`src/rpig_pkg.sv`:
```
`timescale 1ns / 1ps
// ----------------------------------------------------------------------------
// rpig_pkg
// Types, constants and the xorshift32 step shared by the pad generator files.
// ----------------------------------------------------------------------------
package rpig_pkg;

    // xorshift32 shift amounts
    localparam int unsigned XS_SHL_A = 13;
    localparam int unsigned XS_SHR   = 17;
    localparam int unsigned XS_SHL_B = 5;

    // Register reset values
    localparam logic [31:0] SEED_RESET   = 32'd22;
    localparam logic [15:0] WINDOW_RESET = 16'd100;
    localparam logic [15:0] RANDOM_RESET = 16'd5;
    localparam logic [31:0] A_THR_RESET  = 32'd2147483647;
    localparam logic [31:0] B_THR_RESET  = 32'd2147483647;
    localparam logic [31:0] Z_THR_RESET  = 32'd858993459;

    // Stick value: (word mod 161) - 80
    localparam logic [8:0]  STICK_MOD   = 9'd161;
    localparam logic [7:0]  STICK_OFS   = 8'd80;
    // floor(2^39 / 161); quotient estimate is exact or one low for 32-bit words
    localparam logic [31:0] RECIP_161   = 32'd3414632384;
    localparam int unsigned RECIP_SHIFT = 39;

    // Button bits set by a random frame
    localparam logic [15:0] BTN_A_MASK = 16'h8000;
    localparam logic [15:0] BTN_B_MASK = 16'h4000;
    localparam logic [15:0] BTN_Z_MASK = 16'h2000;

    // Command codes
    localparam logic CMD_PAD = 1'b0;
    localparam logic CMD_MIX = 1'b1;

    // Configuration register indexes
    localparam int unsigned CFG_IDX_W = 3;
    typedef enum logic [CFG_IDX_W-1:0] {
        CFG_SEED   = 3'd0,
        CFG_WINDOW = 3'd1,
        CFG_RANDOM = 3'd2,
        CFG_A_THR  = 3'd3,
        CFG_B_THR  = 3'd4,
        CFG_Z_THR  = 3'd5
    } cfg_index_t;

    // Generator control from the sequencer
    typedef struct packed {
        logic load;   // load seed from configuration
        logic step;   // advance the generator
        logic mix;    // fold the mix word into the stepped value
    } rng_ctrl_t;

    function automatic logic [31:0] xorshift32(input logic [31:0] x);
        logic [31:0] t;
        t = x ^ (x << XS_SHL_A);
        t = t ^ (t >> XS_SHR);
        t = t ^ (t << XS_SHL_B);
        return t;
    endfunction

endpackage

```
`src/rpig_rng.sv`:
```
`timescale 1ns / 1ps
// ----------------------------------------------------------------------------
// rpig_rng
// xorshift32 generator with seed load and mix, one step per cycle while ctrl.step is set.
// ----------------------------------------------------------------------------
module rpig_rng
    import rpig_pkg::*;
(
    input  logic        aclk,
    input  logic        aresetn,
    input  rng_ctrl_t   ctrl,
    input  logic [31:0] load_value,
    input  logic [31:0] mix_word,
    output logic [31:0] word
);

    logic [31:0] seed_reg;
    logic [31:0] seed_next;

    // Word that the next step produces
    assign word = xorshift32(seed_reg);

    // Select load, step or step-and-mix
    always_comb begin
        seed_next = seed_reg;
        if (ctrl.load) begin
            seed_next = load_value;
        end else if (ctrl.step) begin
            seed_next = ctrl.mix ? (word ^ mix_word) : word;
        end
    end

    always_ff @(posedge aclk) begin
        if (!aresetn) begin
            seed_reg <= SEED_RESET;
        end else begin
            seed_reg <= seed_next;
        end
    end

endmodule

```
`config.mk`:
```
export PLATFORM = sky130hd
export DESIGN_NAME = rpig_rng
export DESIGN_NICKNAME = d
export VERILOG_FILES = /design/src/rpig_pkg.sv /design/src/rpig_rng.sv
export SDC_FILE = /design/constraint.sdc
export NUM_CORES = 1
export LEC_CHECK = 0
export BUFFER_PORTS_ARGS = -buffer_cell sky130_fd_sc_hd__buf_2
export CAP_MARGIN = 20
export CORE_MARGIN = 10
export CORE_UTILIZATION = 55
export DETAILED_ROUTE_END_ITERATION = 16
export PLACE_DENSITY_LB_ADDON = 0.1
export SLEW_MARGIN = 20
export SYNTH_ARGS = -nofsm -noshare
export SYNTH_HDL_FRONTEND = slang
export SYNTH_SLANG_ARGS = --single-unit
```
`constraint.sdc`:
```
create_clock -name aclk -period 3.7 [get_ports aclk]
set_clock_uncertainty 0.15 [all_clocks]
set_input_delay 0.555 -clock aclk [delete_from_list [all_inputs] [get_ports aclk]]
set_output_delay 0.555 -clock aclk [all_outputs]
set_load 0.03 [all_outputs]
```
* Yosys cells after proc, flatten, opt, wreduce, memory -nomap -nowiden
Index checks and enable logic that the tools add are counted.
** Storage, ports and cells
- Register bits after elaboration :: 32
- Bits in latches :: 0
- Bits in writable memories :: 0
- ROM bits :: 0
- Input bits :: 69
- Output and inout bits :: 32
- Logic and storage cells :: 9
- Memories kept :: 0
** Cells by class
- Add/subtract/negate cells :: 0
- Multiply operators :: 0
- Div/mod/pow operators :: 0
- Order comparisons :: 0
- Equal/unequal tests :: 0
- Shifts and indexed selects :: 0
- Mux-type cells :: 3
- Bitwise gates (word level) :: 4
- Reductions and logical operators :: 1
** Operator list (number)
- $mux 32 :: 3
- $xor 32x32->32 :: 3
- $xor 32x15->32 :: 1
- $reduce_bool 2->1 :: 1

* Longest topological paths before layout
Gate-level depths: netlist of the first run.
- Word-level depth :: 7
- Depth in mapped cells :: 6
- Mapped depth without buffers :: 4

* Least setup slack after synthesis of the first run
Ideal clock, no wire load.
- Kind :: reg2out
- Start point :: register seed_reg[6]
- End point :: output port word[7]
- Arrival :: 1683 ps
- Required time :: 2995 ps
- Setup slack :: 1312 ps
- Stages on the path, launching flop included :: 4
- Buffers on the path :: 0
- Path through :: dfxtp_1 > xor2_2 > xnor2_1 > xnor2_1
** On the way
- Cells in the longest elaborated chain, start to end :: 3
** Ends and longest elaborated chain
- from (decl) :: RTL line rpig_rng.sv:17 : logic [31:0] seed_reg;
- from (signal assigned) :: RTL line rpig_rng.sv:37 : seed_reg <= seed_next;
- $xor 32x32->32 :: RTL line rpig_pkg.sv:57 : t = x ^ (x << XS_SHL_A);
- $xor 32x15->32 :: RTL line rpig_pkg.sv:58 : t = t ^ (t >> XS_SHR);
- $xor 32x32->32 :: RTL line rpig_pkg.sv:59 : t = t ^ (t << XS_SHL_B);
- to (decl) :: RTL line rpig_rng.sv:14 : output logic [31:0] word
No other way between the ends.

* Final worst setup path of the first run
- Start point :: register seed_reg[5]
- End point :: output port word[6]
The elaborated chain is that of the path after synthesis.

==> results of run 1 <==
[worst min-delay path by stage]
stage,startpoint,endpoint,slack (ns),depth (start not counted)
after floorplan,seed_reg[28]$_SDFFE_PN0P_,seed_reg[28]$_SDFFE_PN0P_,0.38,2
after global placement,seed_reg[29]$_SDFFE_PN0P_,seed_reg[29]$_SDFFE_PN0P_,0.40,2
after detailed placement,seed_reg[26]$_SDFFE_PN0P_,seed_reg[26]$_SDFFE_PN0P_,0.41,2
after CTS,load_value[4],seed_reg[4]$_SDFFE_PN1P_,0.38,3
after global routing,load_value[4],seed_reg[4]$_SDFFE_PN1P_,0.39,3
final,load_value[28],seed_reg[28]$_SDFFE_PN0P_,0.39,3
[cell type report]
cell class,instances,share of cell area
flip-flops and latches,32,0.183
repair buffers,102,0.147
clock buffers,6,0.0208
clock inverters,2,0.0100
multi-input cells,250,0.610
well taps,70,0.0250
inverters,3,0.00322
[metal layers]
metal | global-route usage | vias to the layer above | routed length, µm
met3 | 0.0508 | 12 | 711
li1 | - | 1235 | -
met2 | 0.305 | 110 | 3750
met1 | 0.223 | 1138 | 3400
met5 | 0 | - | 0
met4 | 0.0527 | 0 | 123
[worst register-to-register path, cell delays in order, from the launching register on]
cell     delay (ns)
dfxtp_1        0.48
xor3_2         0.55
xnor3_2        0.40
xor2_1         0.21
o22ai_1        0.10
[through the flow]
| step | hold slack (ns) | worst slack [ns] | std cells | power (µW) | utilization |
|---|---|---|---|---|---|
| floorplan | 0.384 | 1.31 | 306 | 2030 | - |
| global placement | 0.404 | 1.33 | 457 | 2430 | 0.664 |
| detailed placement | 0.412 | 1.27 | 457 | 2450 | 0.664 |
| CTS | 0.381 | 1.08 | 465 | 2790 | 0.685 |
| global route | 0.386 | 1.02 | 465 | 2910 | 0.685 |
| finish | 0.386 | 1.08 | 465 | 2770 | 0.685 |
[power by group]
group | total, µW | internal (µW) | switching [µW] | leakage (µW)
combinational | 1950 | 895 | 1060 | 0.00141
clock | 335 | 200 | 135 | 0.0000552
sequential | 484 | 397 | 86.4 | 0.000266
[cell families after synthesis]
| family | count (synthesis) | share of synthesized area |
|---|---|---|
| buf+inv | 24 | 0.0477 |
| compound gates | 73 | 0.146 |
| simple gates | 74 | 0.122 |
| xor+xnor | 103 | 0.464 |
| flops | 32 | 0.220 |
[cell usage in the layout (no fill, tap or decap), types with 2 or more instances in the layout]
master    netlist  routed
a211oi_1        3       3
a21bo_2         3       3
a21oi_1        30      30
a311oi_1        2       2
a31oi_1         3       3
and3_1         14      14
and4_1          3       3
buf_2           1     100
buf_4           0       2
clkbuf_8        4       5
dfxtp_1        32      32
inv_1           3       3
nand2_1        41      41
nand3b_1        3       3
nor2_1          3       3
nor3_1          6       6
o21a_1          3       3
o21ai_0        14      14
o22ai_1        15      15
or3_1           2       2
xnor2_1        44      44
xnor2_2         6       6
xnor3_1        13      13
xor2_1         24      24
xor2_2          2       2
xor3_1         12      12
==> summary.txt, run 1 <==
Status
  – Status: completed

Clocking
  – CTS Hold Buffers Added: 0
  – Clock insertion delay at the later pin of the skew report: between 0.2 and 0.3 ns
  – CTS H-Tree Depth: 2
  – Root Buffer: clkbuf_8
  – Clk buf depth: 2
  – Post-cts sizing count: 0
  – CTS tree: yes
  – CTS sink cnt: 32
  – Post-CTS Setup Repair Bufs: 0
  – Worst-path clk slew: about 0.070 ns
  – CTS Buf Count: 5

STA
  – RSZ-0062 raised after global routing: false
  – Fin crit share: 0.708
  – Slew at the pin closest to its max-slew limit: 0.811 ns
  – F_max: ~0.38 GHz
  – Min cycle time layout: 2.62 ns
  – Worst slew margin: 0.459
  – Hold Vio Cnt, Final: 0
  – Final setup violating endpoints: 0
  – Max Slew Vio Count: 0
  – Setup TNS: 0 ns

Worst setup path
  – Worst Path Buf+Inv: 1
  – Reg-to-Reg End: seed_reg[6]$_SDFFE_PN0P_
  – CP endpoint kind: output pin
  – Crit path to: word[6]
  – Max stage delay on crit path: 0.55 ns
  – WP depth: 3
  – Worst endpoint required time: 2.99 ns
  – Cell family with most CP delay: XOR/XNOR gates
  – Setup crit start kind: flop
  – Crit-path slowest cell: xor3_2
  – Worst Setup SP: seed_reg[5]$_SDFFE_PN0P_
  – Worst EP arrival: 1.91 ns
  – R2R depth: 4
  – Crit-path cells: xor3_2, xnor3_2, buf_2
  – Reg2reg start: seed_reg[5]$_SDFFE_PN0P_
  – R2r setup slk: 1.66 ns
  – Setup Crit Path Kind: flop to output pin
  – Crit path max fanout: 5

Pwr
  – Leak: 0.00173 µW
  – Worst vdd ir: 547 µV
  – Power Density: 792 mW/mm²

Die
  – Die Ht: approximately 93 µm
  – I/O pin count: roughly 100
  – Core Box Area: roughly 0.0051 mm²
  – Num rows: 26
  – Initial Utilization: 0.571
  – Die width: 92.8 µm
  – DIE AREA: 0.00861 mm²

Synthesis
  – Top_reg_cell synth: dfxtp_1
  – Commonest cells in the netlist: 44 x xnor2_1, 41 x nand2_1, 32 x dfxtp_1, 30 x a21oi_1, 24 x xor2_1
  – Post-Synthesis Cells: 306
  – Top cell type by total area after synthesis: dfxtp_1
  – Most common cell in the netlist: xnor2_1
  – Area contributors post-synth: dfxtp_1 22%, xnor2_1 13%, xnor3_1 10%
  – Post-synth EDFFs: 0
  – Synthesis warning total: 0
  – Library cells used by synthesis: 32
  – Async set or reset register ratio after synthesis: 0
  – Syn Area/Cell: 9.52 µm²
  – FF+latch count, synth: 32
  – Mapped cell area: 0.00291 mm²
  – Share of the synthesized area in the top cell type: 0.220
  – Post-Synthesis Net Count: between 300 and 400
  – Post-synthesis sequential area ratio: 0.220

Global route
  – First-pass GRT wire length: 12.8 mm
  – Largest net degree at the start of global routing: 33
  – Total grt overflow: 0
  – Vias in the first global route: 2585
  – Total GRT Usage: 0.183
  – Initial antenna violation count: 0

Detailed routing
  – Residual DRC: 0
  – Routed via count: 2495
  – Routed wire length: between 7 and 8 mm
  – ANT nets after route: 0
  – Post-DR vias/cell: about 5.4
  – Iteration-0 DRC count of the detailed router: 194
  – DR WL/cell: around 17 µm
  – Pre-antenna DRT Iters: 4

Layout
  – Layout cell share with drive strength beyond 1: 0.311
  – # diodes: 0
  – Max FFs per register: 32
  – Nets: 463
  – Filler cell count: 440
  – Cell area after layout: 0.00350 mm²
  – Area taken by flip-flops and latches: 641 µm²
  – Syn-to-layout area delta: 20.0%
  – Multi-input combinational cell area: 0.00213 mm²

Placed design
  – RD Place Congestion: 0.902
  – Port-buffer cells: 100
  – Area after DPL: 0.00339 mm²
  – HPWL Detailed: 6.13 mm

Flow run
  – Max Cap Violations: 0

Min path
  – Worst Hold Class: input pin to flop
(Power assumes the default switching activity.)
==> run 2, diff against run 1 <==
--- a/config.mk
+++ b/config.mk
@@ -8,7 +8,7 @@
 export BUFFER_PORTS_ARGS = -buffer_cell sky130_fd_sc_hd__buf_2
 export CAP_MARGIN = 20
 export CORE_MARGIN = 10
-export CORE_UTILIZATION = 55
+export CORE_UTILIZATION = 51
 export DETAILED_ROUTE_END_ITERATION = 16
 export PLACE_DENSITY_LB_ADDON = 0.1
 export SLEW_MARGIN = 20
==> constraint.sdc (replaced) <==
create_clock -name aclk -period 2.47 [get_ports aclk]
set_clock_uncertainty 0.15 [all_clocks]
set_input_delay 0.3705 -clock aclk [delete_from_list [all_inputs] [get_ports aclk]]
set_output_delay 0.3705 -clock aclk [all_outputs]
set_load 0.03 [all_outputs]
==> run 2 against run 1 <==
Effect of this change:
- die area increased by 6.1%
- first-iteration DRC count decreased by 27%
- critical path depth unchanged
- register-to-register slack got worse by 1.2 ns
- global-route usage increased by 0.30 points
- cell area increased by 0.86%
- sequential power increased by 48%
==> summary.txt, run 2 (synthesis gave the netlist of run 1 again) <==
Status
  – Status: completed

Clocking
  – CTS Hold Buffers Added: 0
  – CTS sink cnt: 32
  – CTS Buf Count: 5
  – Clk buf depth: 2
  – Post-CTS Setup Repair Bufs: 0
  – CTS tree: yes
  – Worst-path clk slew: 0.07 ns
  – Root Buffer: clkbuf_8
  – Clock insertion delay at the later pin of the skew report: 0.29 ns
  – CTS H-Tree Depth: 2
  – Post-cts sizing count: 0

Die
  – Num rows: 27
  – Initial Utilization: 0.526
  – DIE AREA: between 0.009 and 0.01 mm²
  – Die Ht: 95.6 µm
  – Core Box Area: 0.00554 mm²
  – Die width: 95.6 µm
  – I/O pin count: slightly above 100

Global route
  – First-pass GRT wire length: 13.3 mm
  – Total GRT Usage: 0.186
  – Largest net degree at the start of global routing: 32
  – Initial antenna violation count: 0
  – Total grt overflow: 0
  – Vias in the first global route: 2544

STA
  – Final setup violating endpoints: 0
  – Min cycle time layout: 2.39 ns
  – Setup TNS: 0 ns
  – Hold Vio Cnt, Final: 0
  – Fin crit share: 0.967
  – Hold_ws: 0.196 ns
  – F_max: 0.419 GHz
  – Worst slew margin: 0.392
  – Max Slew Vio Count: 0
  – Slew at the pin closest to its max-slew limit: just over 0.9 ns
  – RSZ-0062 raised after global routing: false

Placed design
  – RD Place Congestion: 0.853
  – Port-buffer cells: 100
  – Area after DPL: 0.00344 mm²
  – HPWL Detailed: around 6.4 mm

Detailed routing
  – DR WL/cell: around 18 µm
  – ANT nets after route: 0
  – Routed wire length: 8.37 mm
  – Routed via count: 2538
  – Iteration-0 DRC count of the detailed router: 141
  – Post-DR vias/cell: 5.37
  – Pre-antenna DRT Iters: 4
  – Residual DRC: 0

Layout
  – # diodes: 0
  – Nets: 469
  – Cell area after layout: 0.00353 mm²
  – Most common cell after layout, fill and taps aside: buf_2
  – Final Util: 0.637
  – Max FFs per register: 32
  – Syn-to-layout area delta: 21.0%
  – Most frequent cells in the layout: 100 x buf_2, 44 x xnor2_1, 41 x nand2_1
  – Layout cell share with drive strength beyond 1: 0.319

Pwr
  – Power Density: between 1000 and 1500 mW/mm²
  – Final Power: 4090 µW
  – Worst vdd ir: approximately 650 µV
  – Leak: 0.00175 µW

Worst setup path
  – Reg-to-Reg End: seed_reg[6]$_SDFFE_PN0P_
  – Max stage delay on crit path: around 0.54 ns
  – R2r setup slk: around 0.48 ns
  – R2R depth: 4
  – Crit-path slowest cell: xor3_2
  – Setup crit start kind: flop
  – CP endpoint kind: output pin
  – Crit path to: word[6]
  – Worst EP arrival: ~1.9 ns
  – Setup Crit Path Kind: flop to output pin
  – Crit path max fanout: 5
  – Worst Setup SP: seed_reg[5]$_SDFFE_PN0P_
  – Reg2reg start: seed_reg[5]$_SDFFE_PN0P_
  – Worst endpoint required time: 1.95 ns
  – Crit-path cells: xor3_2, xnor3_2, buf_2

Flow run
  – Max Cap Violations: 0

Min path
  – Worst Hold Class: input pin to flop
[run 2: cell count changes in the layout (fill, tap and decap cells not counted)]
cell	previous run	this run
bufinv_16	1	0
clkinv_2	1	0
buf_4	2	8
clkbuf_8	5	6
clkbuf_1	1	2
[run 2: how the worst min path moves through the flow]
stage	cells past startpoint	endpoint	startpoint	slack (ns)
6_report	3	seed_reg[25]$_SDFFE_PN0P_	load_value[25]	0.20
5_1_grt	3	seed_reg[3]$_SDFFE_PN0P_	load_value[3]	0.20
4_1_cts	3	seed_reg[25]$_SDFFE_PN0P_	load_value[25]	0.19
3_5_place_dp	2	seed_reg[28]$_SDFFE_PN0P_	seed_reg[28]$_SDFFE_PN0P_	0.41
3_3_place_gp	2	seed_reg[27]$_SDFFE_PN0P_	seed_reg[27]$_SDFFE_PN0P_	0.41
2_1_floorplan	2	seed_reg[30]$_SDFFE_PN0P_	aresetn	0.36
[run 2: cell type report]
type / instances / area (µm²)
multi-input cells: 250 / 2130
repair buffers: 108 / 561
inverters: 3 / 11.3
fillers: 508 / 2010
flip-flops and latches: 32 / 641
well taps: 72 / 90.1
clock buffers: 8 / 90.1
[run 2: routing by layer]
| layer | wire length [µm] | global-route usage |
|---|---|---|
| met5 | 0 | 0 |
| met4 | 65 | 0.0393 |
| met3 | 661 | 0.0534 |
| met2 | 4000 | 0.316 |
| met1 | 3640 | 0.227 |
[run 2: worst max-delay path: cells and delay by family, from the launching register on]
| kind | cells | cell delay (ns) |
|---|---|---|
| xor gates and xnor gates | 2 | 0.94 |
| DFF | 1 | 0.46 |
| buffers and inverters | 1 | 0.19 |
[run 2: power by group]
| part | internal (µW) | total (µW) | switching [µW] | leakage, µW |
|---|---|---|---|---|
| registers | 595 | 718 | 123 | 0.000266 |
| clock network | 227 | 427 | 199 | 0.0000455 |
| logic | 1350 | 2950 | 1590 | 0.00144 |
[run 2: per-stage QoR]
step / setup slack, ns / cells
2_1_floorplan: 0.267 / 306
3_3_place_gp: 0.432 / 465
3_5_place_dp: 0.393 / 465
4_1_cts: 0.0744 / 473
5_1_grt: 0.00403 / 473
6_report: 0.0824 / 473
==> run 3, diff against run 2 <==
--- a/config.mk
+++ b/config.mk
@@ -8,7 +8,8 @@
 export BUFFER_PORTS_ARGS = -buffer_cell sky130_fd_sc_hd__buf_2
 export CAP_MARGIN = 20
 export CORE_MARGIN = 10
-export CORE_UTILIZATION = 51
+export CORE_UTILIZATION = 52
+export CTS_BUF_LIST = sky130_fd_sc_hd__clkbuf_8
 export DETAILED_ROUTE_END_ITERATION = 16
 export PLACE_DENSITY_LB_ADDON = 0.1
 export SLEW_MARGIN = 20
==> run 3 against run 2 <==
Effect of this change:
- clock-buffer cell count fell by 2
- combinational power barely moved
- first-iteration DRC count rose by 11%
==> summary.txt, run 3 (synthesis gave the netlist of run 1 again) <==
Layout
  – Max FFs per register: 32
  – Final Util: 0.649
  – Non-filler cells, final: 476
  – Syn-to-layout area delta: 21.9%
  – # diodes: 0
  – Layout cell share with drive strength beyond 1: 0.329
  – Nets: between 400 and 500
  – Most common cell after layout, fill and taps aside: buf_2
  – Most frequent cells in the layout: 100 x buf_2, 44 x xnor2_1, 41 x nand2_1

Global route
  – Largest net degree at the start of global routing: 26
  – Vias in the first global route: around 2700
  – Total GRT Usage: 0.184
  – First-pass GRT wire length: ~13 mm
  – Met1 global-route usage: 0.232
  – Global route hottest layer: met2
  – Initial antenna violation count: 0
  – Grt met3 use: 0.0484
  – M2 GR Usage: 0.307
  – Total grt overflow: 0

Die
  – I/O pin count: 101
  – DIE AREA: 0.00900 mm²
  – Die width: about 95 µm
  – Core Box Area: 0.00547 mm²
  – Initial Utilization: 0.532
  – Num rows: 27
  – Die Ht: 94.9 µm

Detailed routing
  – Post-DR vias/cell: 5.33
  – ANT nets after route: 0
  – Residual DRC: 0
  – Pre-antenna DRT Iters: 4
  – Iteration-0 DRC count of the detailed router: 157
  – Routed wire length: 8.27 mm
  – DR WL/cell: 17.4 µm
  – Routed via count: 2535

Clocking
  – CTS sink cnt: 32
  – CTS H-Tree Depth: 2
  – Root Buffer: clkbuf_8
  – CTS Hold Buffers Added: 0
  – Worst-path clk slew: 0.07 ns
  – CTS tree: yes
  – Post-CTS Setup Repair Bufs: 0
  – Post-cts sizing count: 0
  – Clk buf depth: 2
  – CTS Buf Count: 5
  – Clock insertion delay at the later pin of the skew report: 0.29 ns

STA
  – F_max: 0.417 GHz
  – Slew at the pin closest to its max-slew limit: about 0.76 ns
  – Hold Vio Cnt, Final: 0
  – Final setup violating endpoints: 0
  – Min cycle time layout: 2.40 ns
  – Max Slew Vio Count: 0
  – RSZ-0062 raised after global routing: false
  – Setup TNS: 0 ns
  – Worst slew margin: 0.495
  – Fin crit share: 0.971

Placed design
  – HPWL Detailed: around 6.4 mm
  – DP Cell Count: 468
  – Port-buffer cells: 100
  – RD Place Congestion: 0.858

Flow run
  – Max Cap Violations: 0

Pwr
  – Power Density: about 1200 mW/mm²
  – Worst vdd ir: between 500 and 600 µV
  – Leak: 0.00177 µW

Worst setup path
  – Setup crit start kind: flop
  – Worst EP arrival: roughly 1.9 ns
  – R2r setup slk: 0.52 ns
  – CP endpoint kind: output pin
  – Setup Crit Path Kind: flop to output pin
  – Worst endpoint required time: roughly 2.0 ns
  – Crit path max fanout: 5

Status
  – Status: completed

Min path
  – Worst Hold Class: input pin to flop
run 3: cell type report:
cell class / instances / area [µm²]
clock inverters: 2 / 10.0
inverters: 3 / 11.3
fillers: 493 / 1920
repair buffers: 111 / 583
multi-input cells: 250 / 2130
flip-flops and latches: 32 / 641
well taps: 72 / 90.1
clock buffers: 6 / 82.6
run 3: routing by layer:
metal | share of wire | vias to the layer above
li1 | - | 1252
met1 | 0.43 | 1186
met3 | 0.083 | 8
met5 | 0 | -
met2 | 0.48 | 89
met4 | 0.0085 | 0
run 3: worst paths after layout:
check / startpoint / endpoint / depth (start not counted)
max: seed_reg[5]$_SDFFE_PN0P_ / word[6] / 3
max reg2reg: seed_reg[5]$_SDFFE_PN0P_ / seed_reg[6]$_SDFFE_PN0P_ / 4
min: load_value[25] / seed_reg[25]$_SDFFE_PN0P_ / 3
min reg2reg: seed_reg[27]$_SDFFE_PN0P_ / seed_reg[27]$_SDFFE_PN0P_ / 2
run 3: worst max-delay path: stages, from the launching register on:
cell and delay [ns]:
dfxtp_1 0.46, xor3_2 0.54, xnor3_2 0.40, buf_2 0.19
run 3: where the power goes:
part           leakage, µW  internal (µW)  switching [µW]  total, µW
clock            0.0000510            222             202        425
sequential        0.000266            595             121        716
combinational      0.00145           1360            1590       2950
run 3: through the flow:
step                instance area (µm²)  hold slack [ns]  worst slack, ns  power [µW]
finish                             3550            0.193           0.0709        4090
global route                       3550            0.207           0.0125        4340
CTS                                3550            0.190           0.0716        4120
detailed placement                 3460            0.408            0.389        3690
global placement                   3460            0.406            0.429        3670
floorplan                          2910            0.361            0.267        3050
